<file path="src/rtl/core/fra_pkg.sv">
`timescale 1ns / 1ps
// ----------------------------------------------------------------------------
// fra_pkg
// Shared types, codes and defaults of the reference-counted frame allocator.
// ----------------------------------------------------------------------------
package fra_pkg;

  // Default sizes, handed to the top level as parameter defaults.
  localparam int FRAMES_DEF      = 1024;
  localparam int PAGE_SHIFT_DEF  = 12;
  localparam int COUNT_WIDTH_DEF = 16;

  // The used bitmap is organized in words of this many frames.
  localparam int WORD_BITS  = 32;
  localparam int WORD_SHIFT = 5;

  // Register reset values.
  localparam logic [19:0] POOL_BASE_RESET   = 20'd0;
  localparam logic [10:0] POOL_FRAMES_RESET = 11'd1024;

  // Register indexes, taken from the word address bit of the bus.
  localparam logic REG_POOL_BASE   = 1'b0;
  localparam logic REG_POOL_FRAMES = 1'b1;

  // Command codes.
  localparam logic [1:0] CMD_ALLOC = 2'd0;
  localparam logic [1:0] CMD_FREE  = 2'd1;
  localparam logic [1:0] CMD_REF   = 2'd2;

  // Status codes.
  localparam logic [1:0] ST_DONE      = 2'd0;
  localparam logic [1:0] ST_EXHAUSTED = 2'd1;
  localparam logic [1:0] ST_BADADDR   = 2'd2;

  typedef struct packed {
    logic [1:0]  command;
    logic [31:0] frame_addr;
  } req_t;

  typedef struct packed {
    logic [1:0]  status;
    logic [31:0] alloc_addr;
    logic [15:0] ref_count;
  } rsp_t;

  typedef struct packed {
    logic [19:0] pool_base_page;
    logic [10:0] pool_frames;
  } cfg_t;

  // Position of the lowest set bit of a bitmap word.
  function automatic logic [WORD_SHIFT-1:0] lowest_set(logic [WORD_BITS-1:0] v);
    logic [WORD_SHIFT-1:0] r;
    r = '0;
    for (int i = WORD_BITS - 1; i >= 0; i--) begin
      if (v[i]) begin
        r = WORD_SHIFT'(i);
      end
    end
    return r;
  endfunction

endpackage

</file>
<file path="src/rtl/core/fra_cfg.sv">
`timescale 1ns / 1ps
// ----------------------------------------------------------------------------
// fra_cfg
// APB register file holding the pool base page and the pool size.
// ----------------------------------------------------------------------------
module fra_cfg
  import fra_pkg::*;
(
  input  logic        clk_i,
  input  logic        rst_ni,
  input  logic        psel,
  input  logic        penable,
  input  logic        pwrite,
  input  logic [2:0]  paddr,
  input  logic [31:0] pwdata,
  output logic [31:0] prdata,
  output logic        pready,
  output cfg_t        cfg_o
);

  cfg_t cfg_q;
  logic wr_en;

  assign wr_en  = psel && penable && pwrite;
  assign pready = 1'b1;

  // Byte offsets within a register are ignored; bit 2 selects the register.
  always_ff @(posedge clk_i or negedge rst_ni) begin
    if (!rst_ni) begin
      cfg_q.pool_base_page <= POOL_BASE_RESET;
      cfg_q.pool_frames    <= POOL_FRAMES_RESET;
    end else if (wr_en) begin
      if (paddr[2] == REG_POOL_BASE) begin
        cfg_q.pool_base_page <= pwdata[19:0];
      end else begin
        cfg_q.pool_frames <= pwdata[10:0];
      end
    end
  end

  always_comb begin
    if (paddr[2] == REG_POOL_FRAMES) begin
      prdata = {21'd0, cfg_q.pool_frames};
    end else begin
      prdata = {12'd0, cfg_q.pool_base_page};
    end
  end

  assign cfg_o = cfg_q;

endmodule

</file>
<file path="config.mk">
export PLATFORM = sky130hd
export DESIGN_NAME = fra_cfg
export DESIGN_NICKNAME = d
export VERILOG_FILES = /design/src/rtl/core/fra_pkg.sv /design/src/rtl/core/fra_cfg.sv
export SDC_FILE = /design/constraint.sdc
export NUM_CORES = 1
export LEC_CHECK = 0
export ABC_AREA = 1
export BUFFER_PORTS_ARGS = -buffer_cell sky130_fd_sc_hd__buf_4
export CAP_MARGIN = 10
export CELL_PAD_IN_SITES_DETAIL_PLACEMENT = 1
export CELL_PAD_IN_SITES_GLOBAL_PLACEMENT = 1
export CORE_ASPECT_RATIO = 0.8
export CORE_UTILIZATION = 25
export DETAILED_ROUTE_END_ITERATION = 6
export PLACE_DENSITY = 0.81
export SLEW_MARGIN = 0
export SYNTH_ARGS = -nofsm -noshare
export SYNTH_HDL_FRONTEND = slang
export SYNTH_SLANG_ARGS = --single-unit
</file>
<file path="constraint.sdc">
create_clock -name clk_i -period 0.8 [get_ports clk_i]
set_input_delay 0.08 -clock clk_i [delete_from_list [all_inputs] [get_ports clk_i]]
set_output_delay 0.08 -clock clk_i [all_outputs]
set_load 0.01 [all_outputs]
</file>
## Word-level counts from Yosys, hierarchy flattened

Cells that the tools add are included.

| word-level totals | value |
|---|---|
| flip-flop bits (word level) | 31 |
| bits of input ports | 40 |
| output and inout bits | 64 |

| operators by class | value |
|---|---|
| mux-type cells | 1 |
| bitwise logic cells | 1 |
| reductions and logical operators | 4 |

Operators with widths:

| operator | count |
|---|---|
| 2-to-1 mux 20 bit | 1 |
| AND reduction 2 bit | 2 |
| logical AND 1 bit | 2 |
| inverter 1 bit | 1 |

## Depth between registers and ports, before layout

| logic depth | value |
|---|---|
| word-level depth | 3 |
| depth in mapped cells | 6 |
| gate-level depth less buffers | 4 |

## Worst setup path before layout

Ideal clock, no wire load.

| timing path | value |
|---|---|
| path type | reg2out |
| from | register cfg_q, in the netlist cfg_o[10] |
| to | output port prdata[10] |
| data arrival time | 697 ps |
| data required time | 720 ps |
| slack | 23 ps |
| cell stages (with the launch flop) | 3 |
| path buffers | 0 |
| path through | dfstp_2 nand2_1 nand2_1 |

| between the ends | value |
|---|---|
| longest elaborated chain between the ends | 1 |

RTL lines:

| element | line | source |
|---|---|---|
| start, declared | fra_cfg.sv:21 | `cfg_t cfg_q;` |
| 2-to-1 mux 20 bit | fra_cfg.sv:42 | `if (paddr[2] == REG_POOL_FRAMES) begin` |
| end, declared | fra_cfg.sv:16 | `output logic [31:0] prdata,` |

Every way passes these cells.

## Worst setup path in the final report

Ends and elaborated chain as after synthesis.

==> impl_metrics.py <==
metrics = {
    "pwr": {
        "power_frac_seq_pct": 36.3,
        "power_density_nw_per_um2": 2099,
        "p_clk_share_pct": 20.6,
        "power.total_mw": 5.901,
        "vdd_drop_max_v": 0.0008219,
        "p_int_mw": 4.077,
        "switching_share_pct": 30.92,
        "power_leakage_nw": 1.560,
        "p_switching_mw": 1.825,
        "comb_power_share_pct": 43.1,
    },
    "timing": {
        "setup_viol": 54,
        "finalClockSkew_ns": 0,
        "timing.final.ws_setup_ns": -0.3093,
        "fin_crit_sh_pct": 138.7,
        "rsz0062_at_grt": "yes",
        "drv_slew": 0,
        "hold_viol": 0,
        "fmax_ghz": 0.9014,
        "fin_crit_ns": 1.109,
    },
    "drt": {
        "wl_per_cell_um": 12.94,
        "antenna_left": 0,
        "via_count": 1692,
        "routed_wl_um": 5175,
        "drtPass1Iterations": 4,
        "drc": 0,
        "vias_per_cell": 4.230,
        "dr.first_iter.drc_count": 57,
    },
    "clock_network": {
        "clk_path_buf_depth": 2,
        "htreeDepth": 2,
        "cts_made_buffers": 5,
        "cts.sink_count": 31,
        "cts_tree": "yes",
        "root_buffer": "clkbuf_8",
        "clock_latency_ns": 0.27,
        "clk_pin_slew_ns": 0.06,
    },
    "placement": {
        "pre_cts_ws_ns": -0.1107,
        "gp_congestion": 0.6841,
        "io_buffers": 76,
        "hpwl_um": 3554,
    },
    "floorplanning": {
        "io_pins": 104,
        "start_util_pct": 26.29,
        "die_width_um": 90.86,
        "core_sq_um": 6006,
        "die-height_um": 73.09,
        "num_rows": 25,
        "die_area_sq_um": 6640,
    },
    "synthesis": {
        "syn_area_sq_um": 1579,
        "yosysWarnings": 0,
        "synth_top_family_by_area": "simple AND/OR/NAND/NOR gates",
        "ys_seq_area_share_pct": 49.21,
        "post_synth.cell_area_avg_sq_um": 7.555,
        "ys_seq_elements": 31,
        "synth_top_area_cell": "dfrtp_1",
        "synthTopCellsByArea": "dfrtp_1, nand2_1, nand3_1",
        "synth.area.mux_share_pct": 0,
        "ys_types": 13,
        "syn_inst": 209,
        "synth-simple-area-share_pct": 36.29,
        "synth_compound_area_share_pct": 0,
        "synthXorXnorAreaFrac_pct": 0,
        "netlist.area_leader.share_pct": 47.54,
        "synthAdderAreaFrac_pct": 0,
    },
    "global_routing": {
        "grt_pass1_vias": 1640,
        "overflow": 0,
        "grt_util_all_layers_pct": 15.04,
        "antenna_found_initial": 0,
        "grt_start_max_net_pins": 32,
        "grt_pass1_wl_um": 7817,
    },
    "cells_and_area": {
        "drive_above_1_share_pct": 40.75,
        "largest_register_ff_count": 31,
        "areaGrowthSynthToFinish_pct": 78.05,
        "antennaDiodeCount": 0,
        "nets": 359,
    },
    "job": {
        "cap_violations": 0,
    },
    "worst_setup_path": {
        "reg2reg_from": "cfg_o[15]",
        "cp-endpoint": "prdata[10]",
        "crit_arrival_ns": 1.03,
        "worstReg2RegEnd": "cfg_o[15]",
        "r2r_cells": 4,
        "cp-start-kind": "register",
        "critPathCaptureType": "output port",
        "path_max_fanout": 3,
        "cp-startpoint": "cfg_o[10]",
        "worstPathRequired_ns": 0.72,
        "r2r_slack_ns": -0.02,
        "critPathKind": "reg -> out",
    },
    "outcome": {
        "violations": "setup timing",
        "outcome": "complete, but fails checks",
    },
    "hold_path": {
        "worstHoldPathType": "in -> reg",
    },
}
cells by family (layout without fill, tap and decap cells):
logic type             count (synthesis)  in the layout
and+or+nand+nor                      139            139
buffers and inverters                 37            136
other                                  2             13
DFF                                   31             31
metal layers:
layer | GRT usage (%) | vias up | share of wire, %
met5 | 0 | - | 0
met4 | 4.762 | 0 | 1.1
met3 | 3.646 | 7 | 3.4
met2 | 26.35 | 43 | 53
met1 | 18.49 | 811 | 43
li1 | - | 831 | -
critical path, stage by stage, from the launching register on:
cell	delay, ns
dfstp_2	0.54
nand2_1	0.05
nand2_1	0.07
buf_6	0.10
worst min-delay path by stage:
stage                    start   endpoint  slack (ns)  depth (start not counted)
finish              pwdata[14]  cfg_o[25]        0.04                          3
global route        pwdata[14]  cfg_o[25]        0.02                          3
CTS                 pwdata[14]  cfg_o[25]        0.03                          3
detailed placement      rst_ni  cfg_o[17]        0.04                          1
global placement        rst_ni   cfg_o[6]        0.04                          1
floorplan               rst_ni   cfg_o[0]       -0.22                          0
power by group through the flow:
stage	Sequential (mW)	Combinational [mW]	Clock, mW
floorplan	2.24	0.609	0
global placement	2.14	1.63	0
detailed placement	2.15	1.69	0
CTS	2.17	2.04	1.26
global route	2.17	2.77	1.32
finish	2.14	2.54	1.21
through the flow:
| stage | hold WS, ns | cell area, sq um | util (%) | TNS, ns | instances |
|---|---|---|---|---|---|
| finish | 0.03642 | 2811 | 46.81 | -9.228 | 400 |
| global route | 0.02495 | 2811 | 46.81 | -11.74 | 400 |
| CTS | 0.03135 | 2560 | 42.63 | -8.038 | 378 |
| detailed placement | 0.03797 | 2252 | 37.50 | -2.057 | 363 |
| global placement | 0.03714 | 2252 | 37.50 | -1.081 | 363 |
| floorplan | -0.2156 | 1620 | - | 0 | 220 |
area by class of cell:
| type | count | area (sq um) |
|---|---|---|
| clock buffer | 6 | 82.58 |
| multi-input combinational | 152 | 629.4 |
| tap | 81 | 101.3 |
| fill | 708 | 3194 |
| inverter | 11 | 41.29 |
| clock inverter | 1 | 5.005 |
| timing repair buffer | 118 | 1175 |
| sequential | 31 | 777.0 |
Yosys cell counts:
cell type and number:
nor2_1 9, dfrtp_1 30, nand3_1 31, dfstp_2 1
inv_2 1, buf_2 9, buf_4 15, conb_1 2
buf_6 2, nor2_4 1, nand2_1 96, nand4_1 2
inv_1 10
layout by cell type, fill, tap and decap left out:
cell type,instances
buf_12,4
buf_4,50
buf_6,63
clkbuf_8,6
clkinv_2,1
conb_1,13
dfrtp_1,30
dfstp_2,1
dlygate4sd3_1,1
inv_1,10
inv_2,1
nand2_1,93
nand2_2,3
nand3_1,31
nand4_1,2
nor2_1,9
nor2_4,1
repair_timing:
| action | CTS | global route |
|---|---|---|
| gates resized for setup | 42 | 24 |
| hold buffers | 1 | 0 |
| endpoints found under the hold margin | 30 | 0 |
| buffers inserted | 7 | 22 |
| pin swaps | 25 | 15 |
| endpoints found under the setup margin | 51 | 52 |
No activity file was read; power rests on OpenSTA's default activity.
