--- src/rtl/core/fra_pkg.sv ---
`timescale 1ns / 1ps
// ----------------------------------------------------------------------------
// fra_pkg
// Shared types, codes and defaults of the reference-counted frame allocator.
// ----------------------------------------------------------------------------
package fra_pkg;

  // Default sizes, handed to the top level as parameter defaults.
  localparam int FRAMES_DEF      = 1024;
  localparam int PAGE_SHIFT_DEF  = 12;
  localparam int COUNT_WIDTH_DEF = 16;

  // The used bitmap is organized in words of this many frames.
  localparam int WORD_BITS  = 32;
  localparam int WORD_SHIFT = 5;

  // Register reset values.
  localparam logic [19:0] POOL_BASE_RESET   = 20'd0;
  localparam logic [10:0] POOL_FRAMES_RESET = 11'd1024;

  // Register indexes, taken from the word address bit of the bus.
  localparam logic REG_POOL_BASE   = 1'b0;
  localparam logic REG_POOL_FRAMES = 1'b1;

  // Command codes.
  localparam logic [1:0] CMD_ALLOC = 2'd0;
  localparam logic [1:0] CMD_FREE  = 2'd1;
  localparam logic [1:0] CMD_REF   = 2'd2;

  // Status codes.
  localparam logic [1:0] ST_DONE      = 2'd0;
  localparam logic [1:0] ST_EXHAUSTED = 2'd1;
  localparam logic [1:0] ST_BADADDR   = 2'd2;

  typedef struct packed {
    logic [1:0]  command;
    logic [31:0] frame_addr;
  } req_t;

  typedef struct packed {
    logic [1:0]  status;
    logic [31:0] alloc_addr;
    logic [15:0] ref_count;
  } rsp_t;

  typedef struct packed {
    logic [19:0] pool_base_page;
    logic [10:0] pool_frames;
  } cfg_t;

  // Position of the lowest set bit of a bitmap word.
  function automatic logic [WORD_SHIFT-1:0] lowest_set(logic [WORD_BITS-1:0] v);
    logic [WORD_SHIFT-1:0] r;
    r = '0;
    for (int i = WORD_BITS - 1; i >= 0; i--) begin
      if (v[i]) begin
        r = WORD_SHIFT'(i);
      end
    end
    return r;
  endfunction

endpackage

--- src/rtl/core/fra_ctrl.sv ---
`timescale 1ns / 1ps
// ----------------------------------------------------------------------------
// fra_ctrl
// Sequencer: clearing sweep, bitmap search, count read-modify-write, result.
// ----------------------------------------------------------------------------
module fra_ctrl
  import fra_pkg::*;
#(
  parameter int FRAMES      = FRAMES_DEF,
  parameter int PAGE_SHIFT  = PAGE_SHIFT_DEF,
  parameter int COUNT_WIDTH = COUNT_WIDTH_DEF,
  parameter int FIW         = $clog2(FRAMES),
  parameter int WIW         = 1,
  parameter int WORDS_RAM   = 2
) (
  input  logic                   clk_i,
  input  logic                   rst_ni,
  input  cfg_t                   cfg_i,
  input  logic                   in_valid_i,
  output logic                   in_ready_o,
  input  req_t                   in_data_i,
  output logic                   out_valid_o,
  input  logic                   out_ready_i,
  output rsp_t                   out_data_o,
  output logic                   bm_we_o,
  output logic [WIW-1:0]         bm_waddr_o,
  output logic [WORD_BITS-1:0]   bm_wdata_o,
  output logic                   bm_re_o,
  output logic [WIW-1:0]         bm_raddr_o,
  input  logic [WORD_BITS-1:0]   bm_rdata_i,
  output logic                   cnt_we_o,
  output logic [FIW-1:0]         cnt_waddr_o,
  output logic [COUNT_WIDTH-1:0] cnt_wdata_o,
  output logic                   cnt_re_o,
  output logic [FIW-1:0]         cnt_raddr_o,
  input  logic [COUNT_WIDTH-1:0] cnt_rdata_i
);

  localparam int IDXW = WIW + WORD_SHIFT;
  localparam logic [31:0] PAGE_MASK = (32'd1 << PAGE_SHIFT) - 32'd1;

  typedef enum logic [4:0] {
    S_CLEAR = 5'b00001,
    S_IDLE  = 5'b00010,
    S_SCAN  = 5'b00100,
    S_RMW   = 5'b01000,
    S_RESP  = 5'b10000
  } state_e;

  state_e               state_q, state_d;
  logic [FIW-1:0]       clr_q, clr_d;
  logic [WIW-1:0]       word_q, word_d;
  logic [1:0]           cmd_q, cmd_d;
  logic [IDXW-1:0]      idx_q, idx_d;
  rsp_t                 res_q, res_d;
  rsp_t                 out_q, out_d;
  logic                 out_valid_q, out_valid_d;

  logic [31:0]          n32, page32, off32, base32, rem32, word_base32;
  logic                 addr_ok;
  logic [WORD_BITS-1:0] avail_mask, free_bits, bit_sel;
  logic [WORD_SHIFT-1:0] free_pos;
  logic [IDXW-1:0]      found_idx;
  logic [COUNT_WIDTH-1:0] new_cnt;

  // Effective pool size and the address check of an incoming beat.
  always_comb begin
    base32 = 32'(cfg_i.pool_base_page);
    if (32'(cfg_i.pool_frames) > 32'(FRAMES)) begin
      n32 = 32'(FRAMES);
    end else begin
      n32 = 32'(cfg_i.pool_frames);
    end
    page32  = in_data_i.frame_addr >> PAGE_SHIFT;
    off32   = page32 - base32;
    addr_ok = ((in_data_i.frame_addr & PAGE_MASK) == 32'd0) &&
              (page32 >= base32) && (off32 < n32);
  end

  // Frames of the current bitmap word that lie inside the pool and are free.
  always_comb begin
    word_base32 = 32'(word_q) << WORD_SHIFT;
    rem32       = n32 - word_base32;
    if (rem32 >= 32'(WORD_BITS)) begin
      avail_mask = '1;
    end else begin
      avail_mask = ~({WORD_BITS{1'b1}} << rem32[WORD_SHIFT-1:0]);
    end
    free_bits = ~bm_rdata_i & avail_mask;
    free_pos  = lowest_set(free_bits);
    found_idx = {word_q, free_pos};
    bit_sel   = {{(WORD_BITS-1){1'b0}}, 1'b1} << idx_q[WORD_SHIFT-1:0];
  end

  // New count of a free or reference request.
  always_comb begin
    new_cnt = cnt_rdata_i;
    if (cmd_q == CMD_FREE) begin
      if (cnt_rdata_i > COUNT_WIDTH'(1)) begin
        new_cnt = cnt_rdata_i - COUNT_WIDTH'(1);
      end else begin
        new_cnt = '0;
      end
    end else if (cnt_rdata_i != {COUNT_WIDTH{1'b1}}) begin
      new_cnt = cnt_rdata_i + COUNT_WIDTH'(1);
    end
  end

  always_comb begin
    state_d     = state_q;
    clr_d       = clr_q;
    word_d      = word_q;
    cmd_d       = cmd_q;
    idx_d       = idx_q;
    res_d       = res_q;
    out_d       = out_q;
    out_valid_d = out_valid_q;
    in_ready_o  = 1'b0;
    bm_we_o     = 1'b0;
    bm_waddr_o  = word_q;
    bm_wdata_o  = '0;
    bm_re_o     = 1'b0;
    bm_raddr_o  = '0;
    cnt_we_o    = 1'b0;
    cnt_waddr_o = FIW'(idx_q);
    cnt_wdata_o = '0;
    cnt_re_o    = 1'b0;
    cnt_raddr_o = '0;

    if (out_valid_q && out_ready_i) begin
      out_valid_d = 1'b0;
    end

    case (state_q)
      S_CLEAR: begin
        cnt_we_o    = 1'b1;
        cnt_waddr_o = clr_q;
        if (32'(clr_q) < 32'(WORDS_RAM)) begin
          bm_we_o    = 1'b1;
          bm_waddr_o = WIW'(clr_q);
        end
        if (clr_q == FIW'(FRAMES - 1)) begin
          state_d = S_IDLE;
        end else begin
          clr_d = clr_q + FIW'(1);
        end
      end
      S_IDLE: begin
        in_ready_o = 1'b1;
        if (in_valid_i) begin
          cmd_d = in_data_i.command;
          idx_d = IDXW'(off32);
          res_d = '{status: ST_BADADDR, alloc_addr: 32'd0, ref_count: 16'd0};
          case (in_data_i.command)
            CMD_ALLOC: begin
              bm_re_o = 1'b1;
              word_d  = '0;
              state_d = S_SCAN;
            end
            CMD_FREE, CMD_REF: begin
              if (addr_ok) begin
                bm_re_o     = 1'b1;
                bm_raddr_o  = WIW'(off32 >> WORD_SHIFT);
                cnt_re_o    = 1'b1;
                cnt_raddr_o = FIW'(off32);
                state_d     = S_RMW;
              end else begin
                state_d = S_RESP;
              end
            end
            default: begin
              state_d = S_RESP;
            end
          endcase
        end
      end
      S_SCAN: begin
        if (free_bits != '0) begin
          bm_we_o     = 1'b1;
          bm_waddr_o  = word_q;
          bm_wdata_o  = bm_rdata_i | ({{(WORD_BITS-1){1'b0}}, 1'b1} << free_pos);
          cnt_we_o    = 1'b1;
          cnt_waddr_o = FIW'(found_idx);
          cnt_wdata_o = COUNT_WIDTH'(1);
          res_d = '{status:     ST_DONE,
                    alloc_addr: (base32 + 32'(found_idx)) << PAGE_SHIFT,
                    ref_count:  16'd1};
          state_d = S_RESP;
        end else if (rem32 <= 32'(WORD_BITS)) begin
          res_d   = '{status: ST_EXHAUSTED, alloc_addr: 32'd0, ref_count: 16'd0};
          state_d = S_RESP;
        end else begin
          word_d     = word_q + WIW'(1);
          bm_re_o    = 1'b1;
          bm_raddr_o = word_q + WIW'(1);
        end
      end
      S_RMW: begin
        cnt_we_o    = 1'b1;
        cnt_waddr_o = FIW'(idx_q);
        cnt_wdata_o = new_cnt;
        if (cmd_q == CMD_FREE && new_cnt == '0) begin
          bm_we_o    = 1'b1;
          bm_waddr_o = idx_q[IDXW-1:WORD_SHIFT];
          bm_wdata_o = bm_rdata_i & ~bit_sel;
        end
        res_d   = '{status: ST_DONE, alloc_addr: 32'd0, ref_count: 16'(new_cnt)};
        state_d = S_RESP;
      end
      S_RESP: begin
        if (!out_valid_q || out_ready_i) begin
          out_d       = res_q;
          out_valid_d = 1'b1;
          state_d     = S_IDLE;
        end
      end
      default: begin
        state_d = S_CLEAR;
      end
    endcase
  end

  always_ff @(posedge clk_i or negedge rst_ni) begin
    if (!rst_ni) begin
      state_q     <= S_CLEAR;
      clr_q       <= '0;
      out_valid_q <= 1'b0;
    end else begin
      state_q     <= state_d;
      clr_q       <= clr_d;
      out_valid_q <= out_valid_d;
    end
  end

  always_ff @(posedge clk_i) begin
    word_q <= word_d;
    cmd_q  <= cmd_d;
    idx_q  <= idx_d;
    res_q  <= res_d;
    out_q  <= out_d;
  end

  assign out_valid_o = out_valid_q;
  assign out_data_o  = out_q;

endmodule

--- config.mk ---
export PLATFORM = sky130hd
export DESIGN_NAME = fra_ctrl
export DESIGN_NICKNAME = d
export VERILOG_FILES = /design/src/rtl/core/fra_pkg.sv /design/src/rtl/core/fra_ctrl.sv
export SDC_FILE = /design/constraint.sdc
export NUM_CORES = 1
export LEC_CHECK = 0
export CAP_MARGIN = 20
export CORE_MARGIN = 5
export CORE_UTILIZATION = 45
export DETAILED_ROUTE_END_ITERATION = 16
export DONT_BUFFER_PORTS = 1
export PLACE_DENSITY = 0.69
export SYNTH_ARGS = -nofsm -noshare
export SYNTH_HDL_FRONTEND = slang
export SYNTH_SLANG_ARGS = --single-unit
--- constraint.sdc ---
create_clock -name clk_i -period 5.5 [get_ports clk_i]
set_input_delay 0.825 -clock clk_i [delete_from_list [all_inputs] [get_ports clk_i]]
set_output_delay 0.825 -clock clk_i [all_outputs]
set_load 0.1 [all_outputs]
---- After elaboration in Yosys (flattened, before gate mapping) ----
Index checks and enable logic that the tools add are counted.
storage, ports and cells
  bits in registers ....................... 125
  input bits .............................. 117
  output and inout port bits .............. 126
  logic and storage cells ................. 165
cells by class
  $add $sub $neg .......................... 7
  $lt $le $gt $ge ......................... 7
  equality and inequality tests ........... 17
  shift-type cells ........................ 3
  muxes and demuxes ....................... 92
  bitwise logic cells ..................... 7
  reduce and logical (&&, ||, !) cells .... 20
operators with widths
  cell                                                                 number
  2-to-1 mux 5 bit                                                     38
  2-to-1 mux 50 bit                                                    3
  one-hot mux 50 bit (3 select lines)                                  1
  2-to-1 mux 32 bit                                                    3
  inverter 32 bit                                                      3
  bitwise AND 32 bit                                                   2
  one-hot mux 32 bit (2 select lines)                                  1
  << shifter 1 x 5 -> 32 bit (first input constant)                    2
  2-to-1 mux 16 bit                                                    3
  2-to-1 mux 10 bit                                                    4
  greater-or-equal comparator 32 x 6 -> 1 bit (second input constant)  1
  <= comparator 32 x 6 -> 1 bit (second input constant)                1
  logical NOT 32 bit                                                   1
  less-than comparator 32 x 11 -> 1 bit                                1
  bitwise OR 32 bit                                                    1
  one-hot mux 16 bit (2 select lines)                                  1
  nonzero test 32 bit                                                  1
  << shifter 32 x 5 -> 32 bit (first input constant)                   1
  2-to-1 mux 1 bit                                                     26
  one-hot mux 5 bit (5 select lines)                                   1
  subtractor 20 x 20 -> 21 bit                                         1
  adder 20 x 6 -> 20 bit                                               1
  greater-or-equal comparator 20 bit                                   1
  one-hot mux 10 bit (2 select lines)                                  1
  other kinds (38)                                                     54

---- Depth between registers and ports, before layout ----
Gate-level depths: netlist of run 1.
  depth after elaboration ................. 43
  mapped depth ............................ 25
  mapped depth without buffers ............ 22

---- Worst setup path before layout of run 1 ----
Ideal clock, no wire load.
  path kind ............................... input-to-output
  start ................................... input cfg_i[17] (netlist bit)
  end ..................................... output cnt_raddr_o[2]
  arrival time ............................ 7.013 ns
  data required time ...................... 4.675 ns
  slack ................................... -2.338 ns
  stages .................................. 17
  path buffers ............................ 2
  cells stage by stage .................... clkbuf_1 -> clkinv_1 -> clkbuf_1 -> ha_1 -> o21a_1 -> o21ai_0 -> nand2b_1 -> a41o_1 -> xor2_1 -> ha_1 -> a211oi_1 -> nand2_1 -> nor4_1 -> nand2_1 -> nor4b_1 -> o2111ai_1 -> nor4b_1
between the ends
  word-level cells in the longest chain between the ends .. 7
  elaborated cells between the ends (all ways) .. 9
  those cells by class .................... add/sub: 1; order compare: 2; mux: 4; reduce/logical: 2
RTL lines
  item                                                                                line                            text
  from (decl)                                                                         fra_ctrl.sv:18                  input cfg_t cfg_i,
  subtractor 20 x 20 -> 21 bit or greater-or-equal comparator 20 bit (tied branches)  fra_ctrl.sv:75, fra_ctrl.sv:77
  less-than comparator 32 x 11 -> 1 bit or logical AND 1 bit (tied branches)          fra_ctrl.sv:77, fra_ctrl.sv:76
  logical AND 1 bit (*)                                                               fra_ctrl.sv:77                  (page32 >= base32) && (off32 < n32);
  2-to-1 mux 10 bit (*)                                                               fra_ctrl.sv:161                 if (addr_ok) begin
  2-to-1 mux 10 bit (*)                                                               fra_ctrl.sv:154                 case (in_data_i.command)
  2-to-1 mux 10 bit (*)                                                               fra_ctrl.sv:150                 if (in_valid_i) begin
  2-to-1 mux 10 bit (*)                                                               fra_ctrl.sv:134                 case (state_q)
  to (decl)                                                                           fra_ctrl.sv:35                  output logic [FIW-1:0] cnt_raddr_o,
Mark *: on every way between the ends. The rest lies on a longest branch, timed or not.

---- Worst setup path after layout of run 1 ----
  start ................................... input in_data_i[12] (netlist bit)
  end ..................................... output cnt_raddr_o[3]
between the ends
  word-level cells in the longest chain between the ends .. 7
  elaborated cells between the ends (all ways) .. 9
  those cells by class .................... add/sub: 1; order compare: 2; mux: 4; reduce/logical: 2
RTL lines
  item                                                                                line                            text
  from (decl)                                                                         fra_ctrl.sv:21                  input req_t in_data_i,
  subtractor 20 x 20 -> 21 bit or greater-or-equal comparator 20 bit (tied branches)  fra_ctrl.sv:75, fra_ctrl.sv:77
  less-than comparator 32 x 11 -> 1 bit or logical AND 1 bit (tied branches)          fra_ctrl.sv:77, fra_ctrl.sv:76
  logical AND 1 bit                                                                   fra_ctrl.sv:77
  2-to-1 mux 10 bit (*)                                                               fra_ctrl.sv:161
  2-to-1 mux 10 bit (*)                                                               fra_ctrl.sv:154
  2-to-1 mux 10 bit (*)                                                               fra_ctrl.sv:150
  2-to-1 mux 10 bit (*)                                                               fra_ctrl.sv:134
Marked as above.

==> reports/results.ini, run 1 <==
[timing]
fin_worst_skew_ns=0.0169
setup_viol=0
relSlewSlack_pct=23.8
rsz0062_at_grt=true
worst_hold_slack_ns=0.143
slew_viol_final=0
tightest_slew_ns=1.14
fin_crit_sh_pct=98.6
hold_viol=0
min_period_ns=5.42
fmax_ghz=0.184

[flow_run]
cap_violations=0

[setup_path]
crit_path_end=cnt_raddr_o[3]
start_kind=input pin
timing.rr.start=word_q$_SDFFCE_PN0P_
cp-end-kind=primary output
path_class=input pin to primary output
cp.required_ns=4.68
cp-startpoint=in_data_i[12]
arrival_ns=4.60
worst-r2r-setup-slack_ns=0.59
r2r_cells=22
critical_path.max_fanout=6
rr_endpoint=res_q[45]$_DFFE_PP_

[routing]
drt_iter0_markers=971
routed-via-count=9853
wl_um=35500
vias_per_cell=6.46
drt.antenna.violating_nets=0
drc=0
drt_pass1_iterations=5
detail_route.wl_per_cell_um=23.3

[logic_synthesis]
avgSynthCellArea_um2=8.05
ys_top_cells_by_count=103 x nand2_1, 90 x nor2_1, 88 x a21oi_1
yosysTopAreaCell=edfxtp_1
synth_cell_types=88
synth-edff-count=85
synth_ff_type=edfxtp_1
synth-seq-cells=101
synth_area_leaders=edfxtp_1 27%, ha_1 5.9%, a21oi_1 4.6%
async_flop_share_pct=15.8
synth_seq_area_share_pct=30.8
syn_area_mm2=0.00958
ys_warn_count=0
postSynthCellCount=1190
yosysTopAreaCellShare_pct=26.6
synth_most_common_cell=nand2_1

[clock_tree]
cts.sinks=101
path_clk_slew_ns=0.08
clk-insertion-delay-late_ns=0.37
clk_root_buffer_cell=clkbuf_16
h-tree-depth=3
cts_tree=built
postCtsHoldBufs=0
cts_buffers=9
clock_path_buffers=2

[floorplan]
start_util_pct=45.6
die_y_um=156
placementRows=53
die_x_um=156
io_pins=243
dieArea_mm2=0.0243
fp.coreArea_mm2=0.0210

[global_route]
grt_pass1_vias=9239
grt_max_degree=46
grt.total_usage_pct=27.4
grt.overflow.total=0
grt_pass1_wl_um=52700
antenna_found_initial=1

[pwr]
power.share.sequential_pct=36.1
peakVddDrop_mv=0.802
total_leakage_power_nw=4.52
powerDensity_mw_per_mm2=247
pwr-share-clk_pct=21.2
p_int_w=0.00171
total_power_w=0.00301
power_switching_w=0.00130
swShare_pct=43.3
combinationalPowerShare_pct=42.8

[run_status]
status=finished, final reports clean

[place]
dp_hpwl_um=27700
portBuffers=0
placed_area_mm2=0.0116
place_congestion=0.995

[layout]
layout.nets=1408
syn_to_final_growth_pct=27.4
fin_util_pct=58.1
stdcell_area_mm2=0.0122
layout-drive-gt1-share_pct=19.9

[min_path]
hp-class=input pin to async pin

[placed cells by master, fill, tap and decap left out, drive strengths merged, types with 7 or more instances in the layout]
master	netlist	final
a31oi	27	27
or3	10	10
or4	8	8
nand3	58	58
o22ai	34	34
and3	12	12
clkbuf	36	10
o21ai	63	63
inv	84	87
dfrtp	15	15
conb	1	12
nor2b	11	11
ha	45	45
a21oi	89	89
nand4	21	21
nand2b	15	15
a311oi	7	7
edfxtp	85	85
nor4	51	51
xnor2	16	16
o21a	9	9
and2	13	13
a21o	22	22
a211oi	20	20
xor2	11	11
nor3	45	45
nand2	103	103
nand3b	13	13
nor2	90	90
buf	54	121
o2111ai	8	8
[cell type report]
class,instances,area [um2]
inverter,86,350
fill,1828,8810
antenna,2,5.00
clock buffer,9,225
multi-input combinational,924,6510
sequential,101,2950
tap,275,344
clock inverter,7,65.1
timing repair buffer,122,1750
[logic make-up (layout without fill, tap and decap cells)]
kind of cell / Yosys count / count (layout) / synth area share (%)
compound gates: 350 / 350 / 24.2
fa+ha+maj: 48 / 48 / 6.40
other cells: 1 / 14 / 0.0391
mux: 5 / 5 / 0.575
simple gates: 482 / 482 / 27.0
flops: 101 / 101 / 30.8
xor+xnor: 27 / 27 / 2.47
buf+inv: 176 / 224 / 8.50
[how the worst min path moves through the flow]
| stage | slack [ns] | cells after the start | startpoint | endpoint |
|---|---|---|---|---|
| final | 0.14 | 0 | rst_ni | clr_q[3]$_DFFE_PN0P_ |
| after global routing | 0.12 | 0 | rst_ni | clr_q[5]$_DFFE_PN0P_ |
| after CTS | 0.13 | 0 | rst_ni | clr_q[7]$_DFFE_PN0P_ |
| after detailed placement | 0.40 | 0 | res_q[43]$_DFFE_PP_ | out_data_o[43]$_DFFE_PP_ |
| after global placement | 0.40 | 0 | res_q[6]$_DFFE_PP_ | out_data_o[6]$_DFFE_PP_ |
| after floorplan | 0.40 | 0 | res_q[0]$_DFFE_PP_ | out_data_o[0]$_DFFE_PP_ |
[per-stage QoR]
step | TNS, ns | instances | setup slack [ns]
6_report | 0 | 1526 | 0.0775
5_1_grt | -0.710 | 1525 | -0.132
4_1_cts | 0 | 1513 | 0.0122
3_5_place_dp | 0 | 1497 | 0.00123
3_3_place_gp | 0 | 1497 | 0.0721
2_1_floorplan | -3.74 | 1201 | -0.597
[timing repair]
action	4_1_cts	5_1_grt
gates cloned	0	1
buffers inserted	0	8
pin swaps	0	9
endpoints found under the setup margin	3	33
resized for setup	1	25
[power by group through the flow]
stage          registers, W  logic (W)  clock network [W]
2_1_floorplan       0.00107   0.000903                  0
3_3_place_gp        0.00110    0.00123                  0
3_5_place_dp        0.00110    0.00123                  0
4_1_cts             0.00108    0.00124           0.000650
5_1_grt             0.00110    0.00136           0.000686
6_report            0.00109    0.00129           0.000638
[sequential cells by signal (all words and copies together) (netlist names)]
name and cells:
out_data_o 38, res_q 38, clr_q 10, idx_q 6, state_q 5, cmd_q 2, out_valid_o 1, word_q 1
[worst max-delay path, stage by stage]
cell and delay (ns):
clkinv_16 0.02, ha_4 0.11, inv_2 0.03, fa_2 0.33
a21o_1 0.23, a21oi_4 0.21, o21ai_2 0.08, a41o_1 0.31
xor2_2 0.17, ha_1 0.36, a211oi_2 0.23, nand2_1 0.09
nor4_2 0.17, nand2_1 0.13, nor4b_4 0.27, o2111ai_4 0.21
buf_12 0.21, nor4_4 0.37, buf_12 0.22
[per-layer routing]
metal  global-route usage (%)  vias up  part of all wire [%]  routed length (um)
met3                     7.27       81                   9.3                3300
met2                     45.8      506                    48               17100
met5                        0        -                     0                   0
met4                     9.13        0                   3.0                1070
met1                     34.5     4678                    40               14000
li1                         -     4588                     -                   -
Note: power is estimated with default switching activity, not from simulation.
==> run 2, diff against run 1 <==
Settings changed: ABC_AREA from default to 1, GPL_TIMING_DRIVEN from default to 0.
==> run 2 against run 1 <==
The flow now finishes with violations (negative setup slack). Highest routed layer unchanged. Total power shrank 3.1%. Largest power group unchanged. Clock power shrank 12%. Clock-buffer cell count grew 1. Non-clock buffer count grew 3. Via count shrank 10%. Critical path type unchanged. Largest cell class unchanged. Critical endpoint is now cnt_raddr_o[2]. Fmax shrank 18%. Global-route usage shrank 1.7 points. Critical path depth grew 11. First-iteration DRC count shrank 18%.
==> reports/results.ini, run 2 <==
[clock_tree]
clock_path_buffers=2  ; unchanged
path_clk_slew_ns=0.07  ; was 0.08 ns
clk_root_buffer_cell=clkbuf_16  ; unchanged
clk-insertion-delay-late_ns=0.33  ; was 0.37 ns
postCtsHoldBufs=0  ; unchanged
cts.sinks=101  ; unchanged
cts_buffers=9  ; unchanged
h-tree-depth=3  ; unchanged
cts_tree=built  ; unchanged

[layout]
layout-drive-gt1-share_pct=28.9  ; was 19.9%
num-fill-cells=1684  ; was 1828
final_cell_mix=160 x nand2_1, 153 x inv_1, 94 x nor2_1, 85 x edfxtp_1, 64 x buf_4  ; was 102 x nand2_1, 85 x a21oi_1, 85 x edfxtp_1, 82 x inv_1, 78 x nor2_1
fin_util_pct=60.8  ; was 58.1%
stdcell_area_mm2=0.0118  ; was 0.0122 mm2
antenna_cells=0  ; was 2
final_common_cell=nand2_1  ; unchanged
syn_to_final_growth_pct=33.8  ; was 27.4%
finalNonFillerCells=1568  ; was 1526
layout.nets=1463  ; was 1408

[setup_path]
r2r_cells=55  ; was 22
slowest_delay_ns=0.81  ; was 0.37 ns
rr_endpoint=res_q[46]$_DFFE_PP_  ; was res_q[45]$_DFFE_PP_
cp-end-kind=primary output  ; unchanged
arrival_ns=5.80  ; was 4.60 ns
crit_path_top_delay_cell=nor3_4  ; was nor4_4
critical_path.max_fanout=3  ; was 6
cp.required_ns=4.68  ; about the same
crit_top_cell=a21oi_1
path_class=input pin to primary output  ; unchanged
start_kind=input pin  ; unchanged
timing.rr.start=word_q$_SDFFCE_PN0P_  ; unchanged
worst-r2r-setup-slack_ns=-0.26  ; was 0.59 ns

[timing]
fmax_ghz=0.151  ; was 0.184 GHz
fin_crit_sh_pct=120  ; was 98.6%
relSlewSlack_pct=23.4  ; was 23.8%
min_period_ns=6.62  ; was 5.42 ns
fin_worst_skew_ns=0.00687  ; was 0.0169 ns
setup_slack_ns=-1.12  ; was 0.0775 ns
tightest_slew_ns=1.15  ; was 1.14 ns
hold_viol=0  ; unchanged
setup_viol=56  ; was 0
worst_hold_slack_ns=0.179  ; was 0.143 ns
fin_setup_tns_ns=-30.32  ; was 0 ns
slew_viol_final=0  ; unchanged
rsz0062_at_grt=true  ; unchanged

[logic_synthesis]
synth-seq-cells=101  ; unchanged
synth_top_family_by_area=simple AND/OR/NAND/NOR gates  ; unchanged
syn_area_mm2=0.00879  ; was 0.00958 mm2
synth_ff_type=edfxtp_1  ; unchanged
synth_cell_types=66  ; was 88
synth_area_leaders=edfxtp_1 29%, nand2_1 11%, inv_1 7.0%  ; was edfxtp_1 27%, ha_1 5.9%, a21oi_1 4.6%
ys_top_cells_by_count=246 x nand2_1, 164 x inv_1, 130 x nor2_1  ; was 103 x nand2_1, 90 x nor2_1, 88 x a21oi_1
async_flop_share_pct=15.8  ; unchanged
muxShareOfSynthArea_pct=0.128  ; was 0.575%
synth-simple-area-share_pct=30.1  ; was 27.0%
yosysTopAreaCellShare_pct=29.0  ; was 26.6%
synth-edff-count=85  ; unchanged
synth_compound_area_share_pct=13.7  ; was 24.2%
synth_fa_ha_area_share_pct=6.86  ; was 6.40%
synth_most_common_cell=nand2_1  ; unchanged
postSynthCellCount=1208  ; was 1190
synth_xor_area_share_pct=3.88  ; was 2.47%
avgSynthCellArea_um2=7.28  ; was 8.05 um2
synth_seq_area_share_pct=33.6  ; was 30.8%
yosysTopAreaCell=edfxtp_1  ; unchanged
ys_warn_count=0  ; unchanged

[routing]
detail_route.wl_per_cell_um=19.4  ; was 23.3 um
drc=0  ; unchanged
drt.antenna.violating_nets=0  ; unchanged
drt_pass1_iterations=6  ; was 5
drt_iter0_markers=798  ; was 971
vias_per_cell=5.63  ; was 6.46
wl_um=30400  ; was 35500 um
routed-via-count=8821  ; was 9853

[pwr]
powerDensity_mw_per_mm2=248  ; was 247 mW/mm2
peakVddDrop_mv=0.192  ; was 0.802 mV
total_leakage_power_nw=4.98  ; was 4.52 nW

[run_status]
violations=negative setup slack
status=finished with violations  ; was finished, final reports clean

[floorplan]
die_y_um=150  ; was 156 um
start_util_pct=45.5  ; was 45.6%
io_pins=243  ; unchanged
placementRows=51  ; was 53
die_x_um=150  ; was 156 um
fp.coreArea_mm2=0.0193  ; was 0.0210 mm2
dieArea_mm2=0.0224  ; was 0.0243 mm2

[flow_run]
cap_violations=0  ; unchanged

[place]
portBuffers=0  ; unchanged
place_congestion=0.997  ; was 0.995
dp_hpwl_um=23800  ; was 27700 um
dp.cells=1493  ; was 1497
placed_area_mm2=0.00991  ; was 0.0116 mm2

[global_route]
antenna_found_initial=0  ; was 1
grt.overflow.total=0  ; unchanged
grt.total_usage_pct=25.7  ; was 27.4%
grt_pass1_vias=8236  ; was 9239
grt_pass1_wl_um=45300  ; was 52700 um
grt_max_degree=38  ; was 46

[min_path]
hp-class=input pin to async pin  ; unchanged

-- run 2: report_power, final --
group | switching, W | internal, W | total (W) | leakage, nW
combinational | 0.000922 | 0.000400 | 0.00132 | 3.86
sequential | 0.0000972 | 0.000938 | 0.00103 | 0.982
clock | 0.000256 | 0.000306 | 0.000561 | 0.133
total | 0.00128 | 0.00164 | 0.00292 | 4.98
-- run 2: stage by stage --
stage          setup WS, ns  power, W
5_1_grt               -1.46   0.00307
4_1_cts               -1.22   0.00288
6_report              -1.12   0.00292
2_1_floorplan        -0.720   0.00196
3_3_place_gp          -1.49   0.00213
3_5_place_dp          -1.55   0.00226
-- run 2: logic make-up after synthesis --
kind of cell,Yosys count
AOI/OAI and AO/OA,196
and+or+nand+nor,584
buffers and inverters,239
DFF,101
other,1
xor gates and xnor gates,39
adders and majority gates,47
muxes,1
-- run 2: what timing repair did --
action,CTS,global route
endpoints found under the setup margin,65,66
endpoints found under the hold margin,0,0
buffers inserted,29,32
cloned,1,0
gates resized for setup,135,135
pin swaps,48,93
-- run 2: how the worst max path moves through the flow --
stage | start | end | slack, ns | cells after the start
floorplan | in_data_i[12] | cnt_raddr_o[2] | -0.72 | 29
global placement | in_data_i[12] | cnt_raddr_o[2] | -1.49 | 29
detailed placement | in_data_i[12] | cnt_raddr_o[2] | -1.55 | 29
CTS | in_data_i[12] | cnt_raddr_o[2] | -1.22 | 30
global route | in_data_i[12] | cnt_raddr_o[2] | -1.46 | 30
finish | in_data_i[12] | cnt_raddr_o[2] | -1.12 | 30
-- run 2: area by class of cell --
class	count	area, um2	area share (%)
multi-input combinational	879	6330	53.8
sequential	101	2950	25.1
inverter	183	758	6.44
timing repair buffer	69	737	6.26
buffer	56	390	3.32
tap	265	332	2.82
clock buffer	10	229	1.95
clock inverter	5	36.3	0.308
-- run 2: critical path: cells and delay by family --
family	cells	cell delay (ns)
AOI/OAI and AO/OA	10	1.49
xor gates and xnor gates	1	0.11
adders and majority gates	3	0.63
buffers and inverters	5	0.38
and+or+nand+nor	11	2.34
-- run 2: per-layer routing --
| metal | wire [um] | GRT usage [%] | share of wire, % | up-vias |
|---|---|---|---|---|
| li1 | - | - | - | 4228 |
| met1 | 12300 | 33.8 | 40 | 4070 |
| met2 | 14100 | 41.6 | 46 | 435 |
| met3 | 2810 | 6.03 | 9.2 | 88 |
| met4 | 1180 | 9.01 | 3.9 | 0 |
| met5 | 0 | 0 | 0 | - |
==> run 3, diff against run 2 <==
Settings changed: PLACE_DENSITY 0.69 to 0.66.
==> run 3 against run 2 <==
The flow still finishes with violations (negative setup slack). Sequential power about the same. Total power rose by 3.5%. Largest cell class unchanged. Die area is the same. Clock-buffer cell count fell by 1. Design area is 0.83% higher. Routed wire length is 1.1% higher. Clock power increased by 17%. Via count increased by 0.93%. Highest routed layer unchanged. First-iteration DRC count down 23%. Global-route usage down 0.21 points.
==> reports/results.ini, run 3 (synthesis gave the netlist of run 2 again) <==
[routing]
drt.antenna.violating_nets=0  ; unchanged
drt_pass1_iterations=5  ; was 6
wl_um=30700  ; was 30400 um
vias_per_cell=5.68  ; was 5.63
detail_route.wl_per_cell_um=19.6  ; was 19.4 um
drc=0  ; unchanged
drt_iter0_markers=618  ; was 798
routed-via-count=8903  ; was 8821

[global_route]
grt_pass1_wl_um=44700  ; was 45300 um
grt_max_degree=21  ; was 38
antenna_found_initial=0  ; unchanged
grt_pass1_vias=8246  ; was 8236
grt.total_usage_pct=25.5  ; was 25.7%
grt.overflow.total=0  ; unchanged

[timing]
fin_worst_skew_ns=0.00724  ; was 0.00687 ns
tightest_slew_ns=1.17  ; was 1.15 ns
fmax_ghz=0.151  ; about the same
relSlewSlack_pct=22.2  ; was 23.4%
fin_setup_tns_ns=-32.19  ; was -30.32 ns
min_period_ns=6.62  ; about the same
fin_crit_sh_pct=120  ; about the same
slew_viol_final=0  ; unchanged
setup_slack_ns=-1.12  ; about the same
hold_viol=0  ; unchanged
rsz0062_at_grt=true  ; unchanged
setup_viol=57  ; was 56

[place]
dp_hpwl_um=23700  ; was 23800 um
portBuffers=0  ; unchanged
dp.cells=1493  ; unchanged
place_congestion=0.986  ; was 0.997

[clock_tree]
cts.sinks=101  ; unchanged
cts_tree=built  ; unchanged
clk_root_buffer_cell=clkbuf_16  ; unchanged
clk-insertion-delay-late_ns=0.34  ; was 0.33 ns
postCtsHoldBufs=0  ; unchanged
path_clk_slew_ns=0.07  ; about the same
h-tree-depth=3  ; unchanged
cts_buffers=9  ; unchanged
clock_path_buffers=2  ; unchanged

[layout]
final_cell_mix=162 x nand2_1, 155 x inv_1, 94 x nor2_1, 85 x edfxtp_1, 64 x buf_4  ; was 160 x nand2_1, 153 x inv_1, 94 x nor2_1, 85 x edfxtp_1, 64 x buf_4
syn_to_final_growth_pct=34.9  ; was 33.8%
fin_util_pct=61.4  ; was 60.8%
antenna_cells=0  ; unchanged
final_common_cell=nand2_1  ; unchanged
num-fill-cells=1647  ; was 1684
layout-drive-gt1-share_pct=29.0  ; was 28.9%
finalNonFillerCells=1568  ; unchanged
layout.nets=1462  ; was 1463

[setup_path]
path_class=input pin to primary output  ; unchanged
arrival_ns=5.79  ; was 5.80 ns
cp.required_ns=4.68  ; about the same
critical_path.max_fanout=3  ; unchanged
start_kind=input pin  ; unchanged
worst-r2r-setup-slack_ns=-0.36  ; was -0.26 ns
slowest_delay_ns=0.81  ; about the same
crit_path_top_delay_cell=nor3_4  ; unchanged
cp-end-kind=primary output  ; unchanged
crit_top_cell=a21oi_1  ; unchanged

[pwr]
powerDensity_mw_per_mm2=255  ; was 248 mW/mm2
peakVddDrop_mv=0.200  ; was 0.192 mV
total_leakage_power_nw=5.03  ; was 4.98 nW

[run_status]
violations=negative setup slack  ; unchanged
status=finished with violations  ; unchanged

[floorplan]
fp.coreArea_mm2=0.0193  ; unchanged
dieArea_mm2=0.0224  ; unchanged
io_pins=243  ; unchanged
die_y_um=150  ; unchanged
placementRows=51  ; unchanged
start_util_pct=45.5  ; unchanged
die_x_um=150  ; unchanged

[flow_run]
cap_violations=0  ; unchanged

[min_path]
hp-class=input pin to async pin  ; unchanged

[run 3: what timing repair did]
action / in CTS / in global routing
setup endpoints to repair: 66 / 70
cloned: 1 / 0
buffers inserted: 37 / 28
gates resized for setup: 146 / 121
pin swaps: 51 / 69
[run 3: worst max-delay path, delay by kind of cell]
family	cells	cell delay (ns)
AOI/OAI and AO/OA	10	1.48
and+or+nand+nor	11	2.35
adders and majority gates	3	0.63
buffers and inverters	5	0.39
xor gates and xnor gates	1	0.09
[run 3: per-stage QoR]
step	instance area (um2)	hold slack [ns]	total power (W)	setup slack (ns)
detailed placement	9920	0.405	0.00227	-1.47
finish	11900	0.170	0.00302	-1.12
floorplan	9360	0.400	0.00196	-0.720
global route	11900	0.150	0.00316	-1.49
global placement	9690	0.401	0.00213	-1.49
CTS	11300	0.156	0.00299	-1.16
[run 3: path summary, 6_finish.rpt]
path | startpoint | endpoint | cells past startpoint
worst max-delay path | in_data_i[12] | cnt_raddr_o[2] | 30
worst min-delay path | rst_ni | clr_q[2]$_DFFE_PN0P_ | 0
worst max register to register | word_q$_SDFFCE_PN0P_ | res_q[46]$_DFFE_PP_ | 56
worst min register to register | res_q[7]$_DFFE_PP_ | out_data_o[7]$_DFFE_PP_ | 0
max in group asynchronous | rst_ni | state_q[0]$_DFFE_PN1P_ | 0
min in group clk_i | res_q[7]$_DFFE_PP_ | out_data_o[7]$_DFFE_PP_ | 0
[run 3: metal layers]
layer	GRT usage [%]	vias to the layer above	share of wire, %
li1	-	4228	-
met1	33.4	4132	41
met2	42.4	444	47
met3	4.97	99	8.5
met4	8.33	0	4.1
met5	0	-	0
[run 3: layout make-up]
cell class | instances | area [um2] | area share, %
tap | 265 | 332 | 2.80
multi-input combinational | 879 | 6370 | 53.7
inverter | 183 | 752 | 6.34
sequential | 101 | 2950 | 24.9
timing repair buffer | 68 | 759 | 6.40
clock buffer | 9 | 225 | 1.90
clock inverter | 7 | 92.6 | 0.781
buffer | 56 | 374 | 3.15
[run 3: where the power goes]
group | leakage (nW) | internal [W] | switching [W]
registers | 0.982 | 0.000937 | 0.0000984
logic | 3.90 | 0.000402 | 0.000928
clock network | 0.149 | 0.000364 | 0.000292
total | 5.03 | 0.00170 | 0.00132
